`src/design/mbr_pkg.sv`:
```
// ----------------------------------------------------------------------------
// mbr_pkg
// Shared types, constants and helpers for the MSB-first bit reader.
// ----------------------------------------------------------------------------
package mbr_pkg;

  localparam int WinW   = 64;
  localparam int WordW  = 32;
  localparam int HeldW  = 7;
  localparam int CountW = 6;

  typedef enum logic [2:0] {
    OP_SUPPLY  = 3'd0,
    OP_READ    = 3'd1,
    OP_UNARY   = 3'd2,
    OP_ALIGN   = 3'd3,
    OP_RESTART = 3'd4,
    OP_NOP     = 3'd7
  } op_e;

  typedef enum logic [1:0] {
    ST_DONE      = 2'd0,
    ST_NEED_DATA = 2'd1,
    ST_REFUSED   = 2'd2
  } status_e;

  typedef struct packed {
    op_e                op;
    logic [CountW-1:0]  count;
    logic [WordW-1:0]   word;
  } item_t;

  typedef struct packed {
    logic [WordW-1:0]   value;
    status_e            status;
    logic [HeldW-1:0]   held;
    logic [WordW-1:0]   consumed;
    logic               done;
  } result_t;

  // Count of leading ones, 0..64, by six halving steps.
  function automatic logic [HeldW-1:0] lead_ones(input logic [WinW-1:0] w);
    logic [WinW-1:0]  x;
    logic [HeldW-1:0] n;
    x = ~w;
    n = '0;
    if (x == '0) begin
      n = 7'd64;
    end else begin
      if (x[63:32] == '0) begin n = n + 7'd32; x = x << 32; end
      if (x[63:48] == '0) begin n = n + 7'd16; x = x << 16; end
      if (x[63:56] == '0) begin n = n + 7'd8;  x = x << 8;  end
      if (x[63:60] == '0) begin n = n + 7'd4;  x = x << 4;  end
      if (x[63:62] == '0) begin n = n + 7'd2;  x = x << 2;  end
      if (x[63] == 1'b0)  begin n = n + 7'd1;               end
    end
    return n;
  endfunction

endpackage

```
`src/design/mbr_front.sv`:
```
// ----------------------------------------------------------------------------
// mbr_front
// Input side: takes words from the input channel, decodes the function code
// and clamps the read length before the word enters the queue.
// ----------------------------------------------------------------------------
module mbr_front import mbr_pkg::*; #(
  parameter int MAX_READ_BITS = 32
) (
  input  logic              in_valid_i,
  output logic              in_stall_o,
  input  logic [2:0]        func_i,
  input  logic [CountW-1:0] bit_count_i,
  input  logic [WordW-1:0]  source_word_i,
  input  logic              full_i,
  output logic              push_o,
  output item_t             item_o
);

  localparam logic [CountW-1:0] MaxCount = CountW'(MAX_READ_BITS);

  op_e op;

  always_comb begin
    unique case (func_i)
      3'd0:    op = OP_SUPPLY;
      3'd1:    op = OP_READ;
      3'd2:    op = OP_UNARY;
      3'd3:    op = OP_ALIGN;
      3'd4:    op = OP_RESTART;
      default: op = OP_NOP;
    endcase
  end

  assign in_stall_o   = full_i;
  assign push_o       = in_valid_i & ~full_i;
  assign item_o.op    = op;
  assign item_o.count = (bit_count_i > MaxCount) ? MaxCount : bit_count_i;
  assign item_o.word  = source_word_i;

endmodule

```
`src/design/mbr_queue.sv`:
```
// ----------------------------------------------------------------------------
// mbr_queue
// Two-entry queue between the decode side and the execute side.
// ----------------------------------------------------------------------------
module mbr_queue import mbr_pkg::*; (
  input  logic  clk_i,
  input  logic  rst_ni,
  input  logic  push_i,
  input  item_t item_i,
  output logic  full_o,
  input  logic  pop_i,
  output item_t item_o,
  output logic  empty_o
);

  item_t      mem_q [2];
  logic       wr_ptr_q, wr_ptr_d;
  logic       rd_ptr_q, rd_ptr_d;
  logic [1:0] cnt_q, cnt_d;

  assign full_o  = (cnt_q == 2'd2);
  assign empty_o = (cnt_q == 2'd0);
  assign item_o  = mem_q[rd_ptr_q];

  always_comb begin
    wr_ptr_d = push_i ? ~wr_ptr_q : wr_ptr_q;
    rd_ptr_d = pop_i ? ~rd_ptr_q : rd_ptr_q;
    cnt_d    = cnt_q + {1'b0, push_i} - {1'b0, pop_i};
  end

  always_ff @(posedge clk_i) begin
    if (push_i) begin
      mem_q[wr_ptr_q] <= item_i;
    end
  end

  always_ff @(posedge clk_i or negedge rst_ni) begin
    if (!rst_ni) begin
      wr_ptr_q <= 1'b0;
      rd_ptr_q <= 1'b0;
      cnt_q    <= 2'd0;
    end else begin
      wr_ptr_q <= wr_ptr_d;
      rd_ptr_q <= rd_ptr_d;
      cnt_q    <= cnt_d;
    end
  end

endmodule

```
`src/design/mbr_back.sv`:
```
// ----------------------------------------------------------------------------
// mbr_back
// Execute side: holds the bit window and counters, carries out one queued
// word per cycle while the output is not stalled and registers its result for the output channel.
// ----------------------------------------------------------------------------
module mbr_back import mbr_pkg::*; #(
  parameter int LENGTH_BITS = 32
) (
  input  logic                   clk_i,
  input  logic                   rst_ni,
  input  logic                   cfg_we_i,
  input  logic [LENGTH_BITS-1:0] cfg_wdata_i,
  input  item_t                  item_i,
  input  logic                   empty_i,
  output logic                   pop_o,
  output logic                   out_valid_o,
  input  logic                   out_stall_i,
  output result_t                res_o
);

  localparam int UsedW = (LENGTH_BITS > WordW) ? LENGTH_BITS : WordW + 1;

  logic [LENGTH_BITS-1:0] length_q;
  logic [WinW-1:0]        win_q, win_d;
  logic [HeldW-1:0]       vb_q, vb_d;
  logic [LENGTH_BITS-1:0] fetched_q, fetched_d;
  logic [WordW-1:0]       unary_q, unary_d;
  logic                   out_valid_q;
  result_t                res_q, res_d;

  function automatic logic [WinW-1:0] drop_win(input logic [WinW-1:0] w,
                                               input logic [HeldW-1:0] k);
    return (k >= 7'd64) ? '0 : (w << k);
  endfunction

  function automatic logic [HeldW-1:0] drop_vb(input logic [HeldW-1:0] v,
                                               input logic [HeldW-1:0] k);
    return (k >= v) ? '0 : (v - k);
  endfunction

  assign pop_o       = ~empty_i & (~out_valid_q | ~out_stall_i);
  assign out_valid_o = out_valid_q;
  assign res_o       = res_q;

  always_comb begin
    logic                   used_up;
    logic [LENGTH_BITS-1:0] rem;
    logic [2:0]             nbytes;
    logic [WordW-1:0]       mword;
    logic [HeldW-1:0]       ones;
    logic [WordW:0]         usum;
    logic [WordW-1:0]       usat;
    logic [WordW-1:0]       value;
    status_e                status;
    logic [LENGTH_BITS-1:0] held;
    logic [UsedW-1:0]       used;

    win_d     = win_q;
    vb_d      = vb_q;
    fetched_d = fetched_q;
    unary_d   = unary_q;
    value     = '0;
    status    = ST_DONE;

    used_up = (fetched_q >= length_q);
    rem     = length_q - fetched_q;
    nbytes  = (rem >= LENGTH_BITS'(4)) ? 3'd4 : rem[2:0];
    mword   = item_i.word & ~(32'hFFFF_FFFF >> {nbytes, 3'b000});
    ones    = lead_ones(win_q);
    if (ones > vb_q) begin
      ones = vb_q;
    end
    usum = {1'b0, unary_q} + {26'b0, ones};
    usat = usum[WordW] ? '1 : usum[WordW-1:0];

    case (item_i.op)
      OP_SUPPLY: begin
        if (vb_q > 7'd32 || used_up) begin
          status = ST_REFUSED;
        end else begin
          win_d     = win_q | ({mword, 32'b0} >> vb_q);
          vb_d      = vb_q + {1'b0, nbytes, 3'b000};
          fetched_d = fetched_q + LENGTH_BITS'(nbytes);
        end
      end
      OP_READ: begin
        if (item_i.count != '0) begin
          if ({1'b0, item_i.count} <= vb_q) begin
            value = win_q[63:32] >> (6'd32 - item_i.count);
            win_d = drop_win(win_q, {1'b0, item_i.count});
            vb_d  = drop_vb(vb_q, {1'b0, item_i.count});
          end else if (used_up) begin
            value = win_q[63:32] >> (6'd32 - item_i.count);
            win_d = '0;
            vb_d  = '0;
          end else begin
            status = ST_NEED_DATA;
          end
        end
      end
      OP_UNARY: begin
        if (ones < vb_q) begin
          // run ends inside the window: drop the ones and the stop bit
          value   = usat;
          unary_d = '0;
          win_d   = drop_win(win_q, ones + 7'd1);
          vb_d    = drop_vb(vb_q, ones + 7'd1);
        end else begin
          win_d = '0;
          vb_d  = '0;
          if (used_up) begin
            value   = usat;
            unary_d = '0;
          end else begin
            unary_d = usat;
            status  = ST_NEED_DATA;
          end
        end
      end
      OP_ALIGN: begin
        win_d = drop_win(win_q, {4'b0, vb_q[2:0]});
        vb_d  = drop_vb(vb_q, {4'b0, vb_q[2:0]});
      end
      OP_RESTART: begin
        win_d     = '0;
        vb_d      = '0;
        fetched_d = '0;
        unary_d   = '0;
      end
      default: begin
      end
    endcase

    held = LENGTH_BITS'(vb_d[HeldW-1:3]);
    used = (fetched_d >= held) ? UsedW'(fetched_d - held) : '0;

    res_d.value    = value;
    res_d.status   = status;
    res_d.held     = vb_d;
    res_d.consumed = (|used[UsedW-1:WordW]) ? '1 : used[WordW-1:0];
    res_d.done     = (fetched_d >= length_q);
  end

  always_ff @(posedge clk_i) begin
    if (pop_o) begin
      res_q <= res_d;
    end
  end

  always_ff @(posedge clk_i or negedge rst_ni) begin
    if (!rst_ni) begin
      length_q    <= '0;
      win_q       <= '0;
      vb_q        <= '0;
      fetched_q   <= '0;
      unary_q     <= '0;
      out_valid_q <= 1'b0;
    end else begin
      if (cfg_we_i) begin
        length_q <= cfg_wdata_i;
      end
      if (pop_o) begin
        win_q       <= win_d;
        vb_q        <= vb_d;
        fetched_q   <= fetched_d;
        unary_q     <= unary_d;
        out_valid_q <= 1'b1;
      end else if (!out_stall_i) begin
        out_valid_q <= 1'b0;
      end
    end
  end

endmodule

```
`src/design/msb_first_bit_reader.sv`:
```
// ----------------------------------------------------------------------------
// msb_first_bit_reader
// A result is registered as its word is popped from the queue.
// Throughput: one word per cycle while the output channel is not stalled.
// Reset: window, counters, stream length and queue clear at once; no sweep.
// ----------------------------------------------------------------------------
module msb_first_bit_reader import mbr_pkg::*; #(
  parameter int MAX_READ_BITS = 32,
  parameter int LENGTH_BITS   = 32
) (
  input  logic                   clk_i,
  input  logic                   rst_ni,
  input  logic                   cfg_valid_i,
  output logic                   cfg_ready_o,
  input  logic [LENGTH_BITS-1:0] cfg_wdata_i,
  input  logic                   in_valid_i,
  output logic                   in_stall_o,
  input  logic [2:0]             func_i,
  input  logic [CountW-1:0]      bit_count_i,
  input  logic [WordW-1:0]       source_word_i,
  output logic                   out_valid_o,
  input  logic                   out_stall_i,
  output logic [WordW-1:0]       value_o,
  output logic [1:0]             status_o,
  output logic [HeldW-1:0]       bits_held_o,
  output logic [WordW-1:0]       bytes_consumed_o,
  output logic                   source_done_o
);

  logic    push, full, pop, empty;
  item_t   in_item, q_item;
  result_t res;

  assign cfg_ready_o = 1'b1;

  mbr_front #(
    .MAX_READ_BITS(MAX_READ_BITS)
  ) u_front (
    .in_valid_i   (in_valid_i),
    .in_stall_o   (in_stall_o),
    .func_i       (func_i),
    .bit_count_i  (bit_count_i),
    .source_word_i(source_word_i),
    .full_i       (full),
    .push_o       (push),
    .item_o       (in_item)
  );

  mbr_queue u_queue (
    .clk_i  (clk_i),
    .rst_ni (rst_ni),
    .push_i (push),
    .item_i (in_item),
    .full_o (full),
    .pop_i  (pop),
    .item_o (q_item),
    .empty_o(empty)
  );

  mbr_back #(
    .LENGTH_BITS(LENGTH_BITS)
  ) u_back (
    .clk_i      (clk_i),
    .rst_ni     (rst_ni),
    .cfg_we_i   (cfg_valid_i & cfg_ready_o),
    .cfg_wdata_i(cfg_wdata_i),
    .item_i     (q_item),
    .empty_i    (empty),
    .pop_o      (pop),
    .out_valid_o(out_valid_o),
    .out_stall_i(out_stall_i),
    .res_o      (res)
  );

  assign value_o          = res.value;
  assign status_o         = res.status;
  assign bits_held_o      = res.held;
  assign bytes_consumed_o = res.consumed;
  assign source_done_o    = res.done;

endmodule

```
`config.mk`:
```
export PLATFORM = sky130hd
export DESIGN_NAME = msb_first_bit_reader
export DESIGN_NICKNAME = d
export VERILOG_FILES = /design/src/design/mbr_pkg.sv /design/src/design/mbr_front.sv /design/src/design/mbr_queue.sv /design/src/design/mbr_back.sv /design/src/design/msb_first_bit_reader.sv
export SDC_FILE = /design/constraint.sdc
export NUM_CORES = 2
export LEC_CHECK = 0
export BUFFER_PORTS_ARGS = -buffer_cell sky130_fd_sc_hd__buf_2
export CAP_MARGIN = 20
export CELL_PAD_IN_SITES_DETAIL_PLACEMENT = 1
export CELL_PAD_IN_SITES_GLOBAL_PLACEMENT = 1
export CORE_MARGIN = 3
export CORE_UTILIZATION = 27
export CTS_BUF_LIST = sky130_fd_sc_hd__clkbuf_4 sky130_fd_sc_hd__clkbuf_8 sky130_fd_sc_hd__clkbuf_16
export DETAILED_ROUTE_END_ITERATION = 7
export PLACE_DENSITY = 0.55
export SLEW_MARGIN = 20
export SYNTH_ARGS = -nofsm -noshare
export SYNTH_HDL_FRONTEND = slang
export SYNTH_SLANG_ARGS = --single-unit
```
`constraint.sdc`:
```
create_clock -name clk_i -period 19.54 [get_ports clk_i]
set_clock_uncertainty 0.1 [all_clocks]
set_input_delay 1.954 -clock clk_i [delete_from_list [all_inputs] [get_ports clk_i]]
set_output_delay 1.954 -clock clk_i [all_outputs]
set_load 0.01 [all_outputs]
```
# Yosys cells after proc, flatten, opt, wreduce, memory -nomap -nowiden
# Memories as Yosys holds them, arrays and structs flattened.
# Cells that the tools add are included.
# word_totals
ram_bits	82
n_memories	1
register_bits	246
# classes
n_shift	6
add_sub_neg	17
muxes	65
n_bitwise	13
magnitude_cmp	13
reduce_logical	15
n_eq_ne	13
# mem_list
memory	depth	word_bits	rd	rd_ports_with_merged_regs	wr	line_no	text
u_queue.mem_q	2	41	1	0	1	mbr_queue.sv:16	item_t mem_q [2];
# op_table
operator	n
$mux 64	16
$pmux 64 s5	1
$mux 32	9
$pmux 32 s2	3
$mux 7	20
$ge 32x32->1	2
$logic_not 64->1	1
$not 64->64	1
$or 64x64->64	1
$shl 64x3->64	1
$shl 64x6->64	1
$shl 64x7->64	1
$shr 64x7->64	1
$pmux 7 s5	1
$add 32x7->33	1
$mux 33	1
$sub 32x4->33	1
$add 32x3->32	1
$and 32x32->32	1
$ge 32x3->1 const B	1
$ge 32x4->1	1
$logic_not 32->1	1
$not 32->32	1
$shr 32x6->32	1
other kinds (50)	73

# Depth between registers and ports, before layout
# logic_depth
word_depth	28
mapped_depth	55

# Cells and area by module
# Synthesis repeated with hierarchy kept, for this count alone.
# hier_totals
cells_unflattened	4390
area_unflattened_um2	36548.8
# by_module_without_submodules
mod	area_each_um2	seq_area_each_um2	instances	cells_each
mbr_back	32871.5	6426.2	1	4202
mbr_queue	3358.2	2562.5	1	143
mbr_front	307.8	0.0	1	43
msb_first_bit_reader	11.3	0.0	1	2

# Worst setup path after synthesis
# OpenSTA, ideal clock, no wires.
# synth_path
kind	register to register
from	register u_back.win_q[62]
to	register u_back.res_q (netlist bit u_back.res_o[32]) (data pin)
stages_incl_launch_ff	48
slack_ps	8675
required_ps	19180
t_arrival_ps	10505
setup_ps	260
period_less_slack_ps	10865
path_buffers	9
path_cell_list	dfrtp_1 -> buf_2 -> nand4_1 -> nor4_1 -> nand3_1 -> a211oi_1 -> and2_1 -> nor2_1 -> a21oi_1 -> ha_1 -> nor2b_1 -> o21ai_0 -> a21oi_1 -> o31a_1 -> clkbuf_1 -> nand2_1 -> o31ai_1 -> a31oi_1 -> (+12 left out) -> a21oi_1 -> o22ai_1 -> o2111ai_1 -> a41oi_2 -> a211o_1 -> nand2_1 -> o21a_1 -> ha_1 -> nor2b_1 -> o21ai_0 -> nand2b_1 -> a21oi_1 -> nand2_1 -> or2_2 -> or4_1 -> buf_2 -> nor2_1 -> mux2_2
# synth_via
elab_chain_cells	28
word_cells_on_any_way	46
# synth_rtl
element	line_no	text
from (decl)	mbr_back.sv:24	logic [WinW-1:0] win_q, win_d;
from (signal assigned)	mbr_back.sv:163	win_q <= win_d;
$not 64->64 (*)	mbr_pkg.sv:45	x = ~w;
$logic_not 32->1	mbr_pkg.sv:50	if (x[63:32] == '0) begin n = n + 7'd32; x = x << 32; end
$mux 6 or $mux 64 (tied branches)	mbr_pkg.sv:50	
$mux 7 or $mux 64 (tied branches)	mbr_pkg.sv:47	if (x == '0) begin
$add 7x5->7 or $logic_not 16->1 (tied branches)	mbr_pkg.sv:51	if (x[63:48] == '0) begin n = n + 7'd16; x = x << 16; end
$mux 7 or $mux 64 (tied branches)	mbr_pkg.sv:51	
$mux 7 or $mux 64 (tied branches)	mbr_pkg.sv:47	
$add 7x4->7 or $logic_not 8->1 (tied branches)	mbr_pkg.sv:52	if (x[63:56] == '0) begin n = n + 7'd8; x = x << 8; end
(+12 left out)	--	
$mux 7 (*)	mbr_back.sv:70	if (ones > vb_q) begin
$add 7x1->7	mbr_back.sv:107	vb_d = drop_vb(vb_q, ones + 7'd1);
$sub 7x7->7 or $ge 7x7->1 (tied branches)	mbr_back.sv:38	return (k >= v) ? '0 : (v - k);
$mux 7	mbr_back.sv:38	
$mux 7 (*)	mbr_back.sv:102	if (ones < vb_q) begin
$pmux 7 s5 (*)	mbr_back.sv:76	case (item_i.op)
$sub 32x4->33 or $ge 32x4->1 (tied branches)	mbr_back.sv:135	used = (fetched_d >= held) ? UsedW'(fetched_d - held) : '0;
$mux 33 (*)	mbr_back.sv:135	
to (signal assigned)	mbr_back.sv:146	res_q <= res_d;
to (decl)	mbr_back.sv:29	result_t res_q, res_d;
# Every way passes the cells marked *; elsewhere a longest branch is shown, timed or not. The select of a mux whose other input is x is not followed.
# A chain may end at the register's enable or synchronous reset.

# Final worst setup path
# layout_path
from	register u_back.win_q[25]
to	register u_back.res_q (netlist bit u_back.res_o[30]) (data pin)
# layout_via
elab_chain_cells	27
word_cells_on_any_way	42
# layout_rtl
element	line_no
$not 64->64 (*)	mbr_pkg.sv:45
$mux 64	mbr_pkg.sv:50
$mux 64	mbr_pkg.sv:47
$logic_not 16->1	mbr_pkg.sv:51
$mux 7 or $mux 64 (tied branches)	mbr_pkg.sv:51
$mux 7 or $mux 64 (tied branches)	mbr_pkg.sv:47
$add 7x4->7 or $logic_not 8->1 (tied branches)	mbr_pkg.sv:52
$mux 7 or $mux 64 (tied branches)	mbr_pkg.sv:52
(+11 left out)	--
$mux 7 (*)	mbr_back.sv:70
$add 7x1->7	mbr_back.sv:107
$sub 7x7->7 or $ge 7x7->1 (tied branches)	mbr_back.sv:38
$mux 7	mbr_back.sv:38
$mux 7 (*)	mbr_back.sv:102
$pmux 7 s5 (*)	mbr_back.sv:76
$sub 32x4->33 or $ge 32x4->1 (tied branches)	mbr_back.sv:135
$mux 33 (*)	mbr_back.sv:135
# Marked as above.

==> results.cfg <==
[outcome]
status = completed

[floorplanning]
die-area_um2 = 135000
die_h_um = 368
start_util_pct = 27.2
io-pin-count = 155
fp.dieW_um = 368
rows = 132
coreArea_um2 = 130000

[logic_synthesis]
seq_area_frac_synth_pct = 25.5
syn_inst = 4415
synth.distinct_cells = 106
synth_top_area_share_pct = 14.8
ys_top_cells_by_area = mux2i_1, edfxtp_1, dfrtp_1, nand2_1, o21ai_0
yosys_most_used_dff = dfrtp_1
synthArstFlopShare_pct = 52.4
synth_area_um2 = 35300
syn_nets = 4609
ys_ff_latch = 328
syn_area_per_cell_um2 = 8.00
synth_edf_count = 156
ys_warn_count = 0
synth_top_area_cell = mux2i_1

[setup_path]
cp_common_cell = a21oi_1
regToRegSetupSlack_ns = 7.15
crit_start = u_back.win_q[25]
worst-r2r-cell-count = 43
max_stage_delay_ns = 0.77
start_kind = register
path_delay_family = compound AO/OA/AOI/OAI gates
crit_path_end_kind = register
r2r-start = u_back.win_q[25]
crit_slowest_cell = nor4_2
required_ns = 19.80
path_max_fanout = 20
path_buf_inv = 3
critPathArrivalTime_ns = 12.65
reg2reg_to = u_back.res_o[30]
critPathKind = reg -> reg

[routing]
drtIter0Drc = 4161
drt-total-wl_um = 187000
firstDrtPassIters = 6
vias = 37000
vias_per_cell = 6.02
ant_nets = 0
drc = 0
wl_per_cell_um = 30.4

[timing]
finalSetupTns_ns = 0
setup_viol = 0
slew_headroom_pct = 8.83
finalHoldViolCount = 0
fmax_mhz = 80.7
min_period_ns = 12.39
drv_slew = 0
rsz0062_at_grt = no
tightest_slew_ns = 1.35
fin_crit_sh_pct = 63.4

[clocking]
hold_buffers = 0
htreeDepth = 2
clock_latency_ns = 0.65
cts_resized = 0
cts_num_sinks = 328
clk_pin_slew_ns = 0.06
numCtsBuffers = 45
clock_path_buffers = 3
post-cts-setup-buffers = 0
tritoncts = yes
clockRootBuffer = clkbuf_16

[cells_and_area]
area_delta_synth_final_pct = 11.7
layout.nets = 4563
drive_gt1_share_pct = 12.3
nFillCells = 15400

[place]
globalplace.congestion = 1.03
io_buffers = 153
hpwlAfterDp_um = 145000

[worst_hold_path]
hold_start = u_back.unary_q[6]
whs_endpoint = u_back.unary_q[6]
min_path_type = reg -> reg
whs_path_depth = 2

[grt]
grt_max_degree = 88
antenna_found_initial = 17
grt_overflow_total = 0
grtUsageTotal_pct = 26.7
grt_pass1_vias = 36500
grt_pass1_wl_um = 268000

[run]
maxCapViolCount = 0
worst register-to-register path: cells and delay by family, from the launching register on:
family | cells | cell delay [ns]
AO/OA/AOI/OAI | 22 | 4.86
AND/OR/NAND/NOR | 14 | 4.32
adder cells (fa/ha/maj) | 4 | 1.18
buffers and inverters | 3 | 0.91
flip-flops | 1 | 0.71
layout make-up:
class | count | area (um2) | share of cell area (%)
antenna | 9 | 22.5 | 0.0571
clock buffer | 56 | 1250 | 3.17
clock inverter | 28 | 303 | 0.768
inverter | 159 | 602 | 1.53
multi-input combinational | 3569 | 24400 | 61.9
sequential | 328 | 9000 | 22.8
tap | 1742 | 2180 | 5.53
timing repair buffer | 266 | 1680 | 4.27
per-layer routing:
layer  wire [um]  vias to the layer above  GRT usage, %
met5          57                        -             0
met4       10300                       12          12.7
met3       15200                      403          5.85
met2       79500                     1669          39.9
met1       82400                    18700          36.3
li1            -                    16300             -
cell usage after synthesis (32+ instances only):
master      n
a21oi_1   321
ha_1      109
mux2i_1   523
nand2_1   620
xnor2_1    81
nor2b_1    34
and2_1     43
mux4_2     61
a22oi_1    32
buf_1      52
edfxtp_1  156
a21o_1     44
clkbuf_1  259
nand4_1    44
mux2_2     37
o221ai_1   46
a211oi_1   80
a31oi_1    71
a221oi_1   39
nor3_1     95
and3_1     50
inv_1     153
dfrtp_1   172
nand3_1   119
nor2_1    329
o21ai_0   334
o22ai_1    38
sequential cells by signal (all words and copies together), names as in the netlist:
| register | flops |
|---|---|
| u_queue.mem_q | 82 |
| u_back.out_valid_o | 1 |
| u_queue.rd_ptr_q | 1 |
| u_queue.wr_ptr_q | 1 |
| u_back.res_o | 74 |
| u_back.win_q | 64 |
| u_queue.cnt_q | 2 |
| u_back.vb_q | 7 |
| u_back.fetched_q | 32 |
| u_back.unary_q | 32 |
| u_back.length_q | 32 |
worst max-delay path by stage:
stage	endpoint	slack, ns	depth (start not counted)
3_5_place_dp	u_back.res_o[30]	7.34	43
5_1_grt	u_back.res_o[24]	6.49	43
2_1_floorplan	u_back.res_o[32]	8.68	47
3_3_place_gp	u_back.res_o[29]	7.13	42
4_1_cts	u_back.res_o[30]	7.35	43
6_report	u_back.res_o[30]	7.15	43
layout by cell type (no fill, tap or decap), drive strengths merged, types with 57 or more instances in the layout:
cell type | Yosys | final
nand2 | 621 | 621
mux2i | 523 | 523
o21ai | 347 | 347
nor2 | 329 | 329
a21oi | 322 | 322
buf | 99 | 265
dfrtp | 172 | 172
inv | 156 | 159
edfxtp | 156 | 156
nand3 | 120 | 120
ha | 109 | 109
nor3 | 100 | 100
a211oi | 84 | 84
xnor2 | 81 | 81
a31oi | 71 | 71
mux4 | 61 | 61
clkbuf | 260 | 57
stage by stage:
step                utilization [%]  hold WS (ns)  cell area (um2)  setup slack [ns]  std cells
floorplan                         -         0.356            35300              8.68       4415
global placement               29.2         0.373            37800              7.13       6061
detailed placement             29.2         0.385            37800              7.34       6062
CTS                            30.4         0.400            39400              7.35       6146
global route                   30.4         0.422            39400              6.49       6150
finish                         30.4         0.395            39400              7.15       6157
cells by family after synthesis:
group,count (synthesis),synth area share (%)
other,1,0.0106
buffers and inverters,518,5.90
XOR/XNOR,102,2.53
multiplexers,621,19.9
flip-flops,328,25.5
AO/OA/AOI/OAI,1253,22.8
AND/OR/NAND/NOR,1473,19.0
adder cells (fa/ha/maj),119,4.34
Power is not shown: default switching activity piles up to over one toggle a cycle in this logic, so the estimate is an artifact.
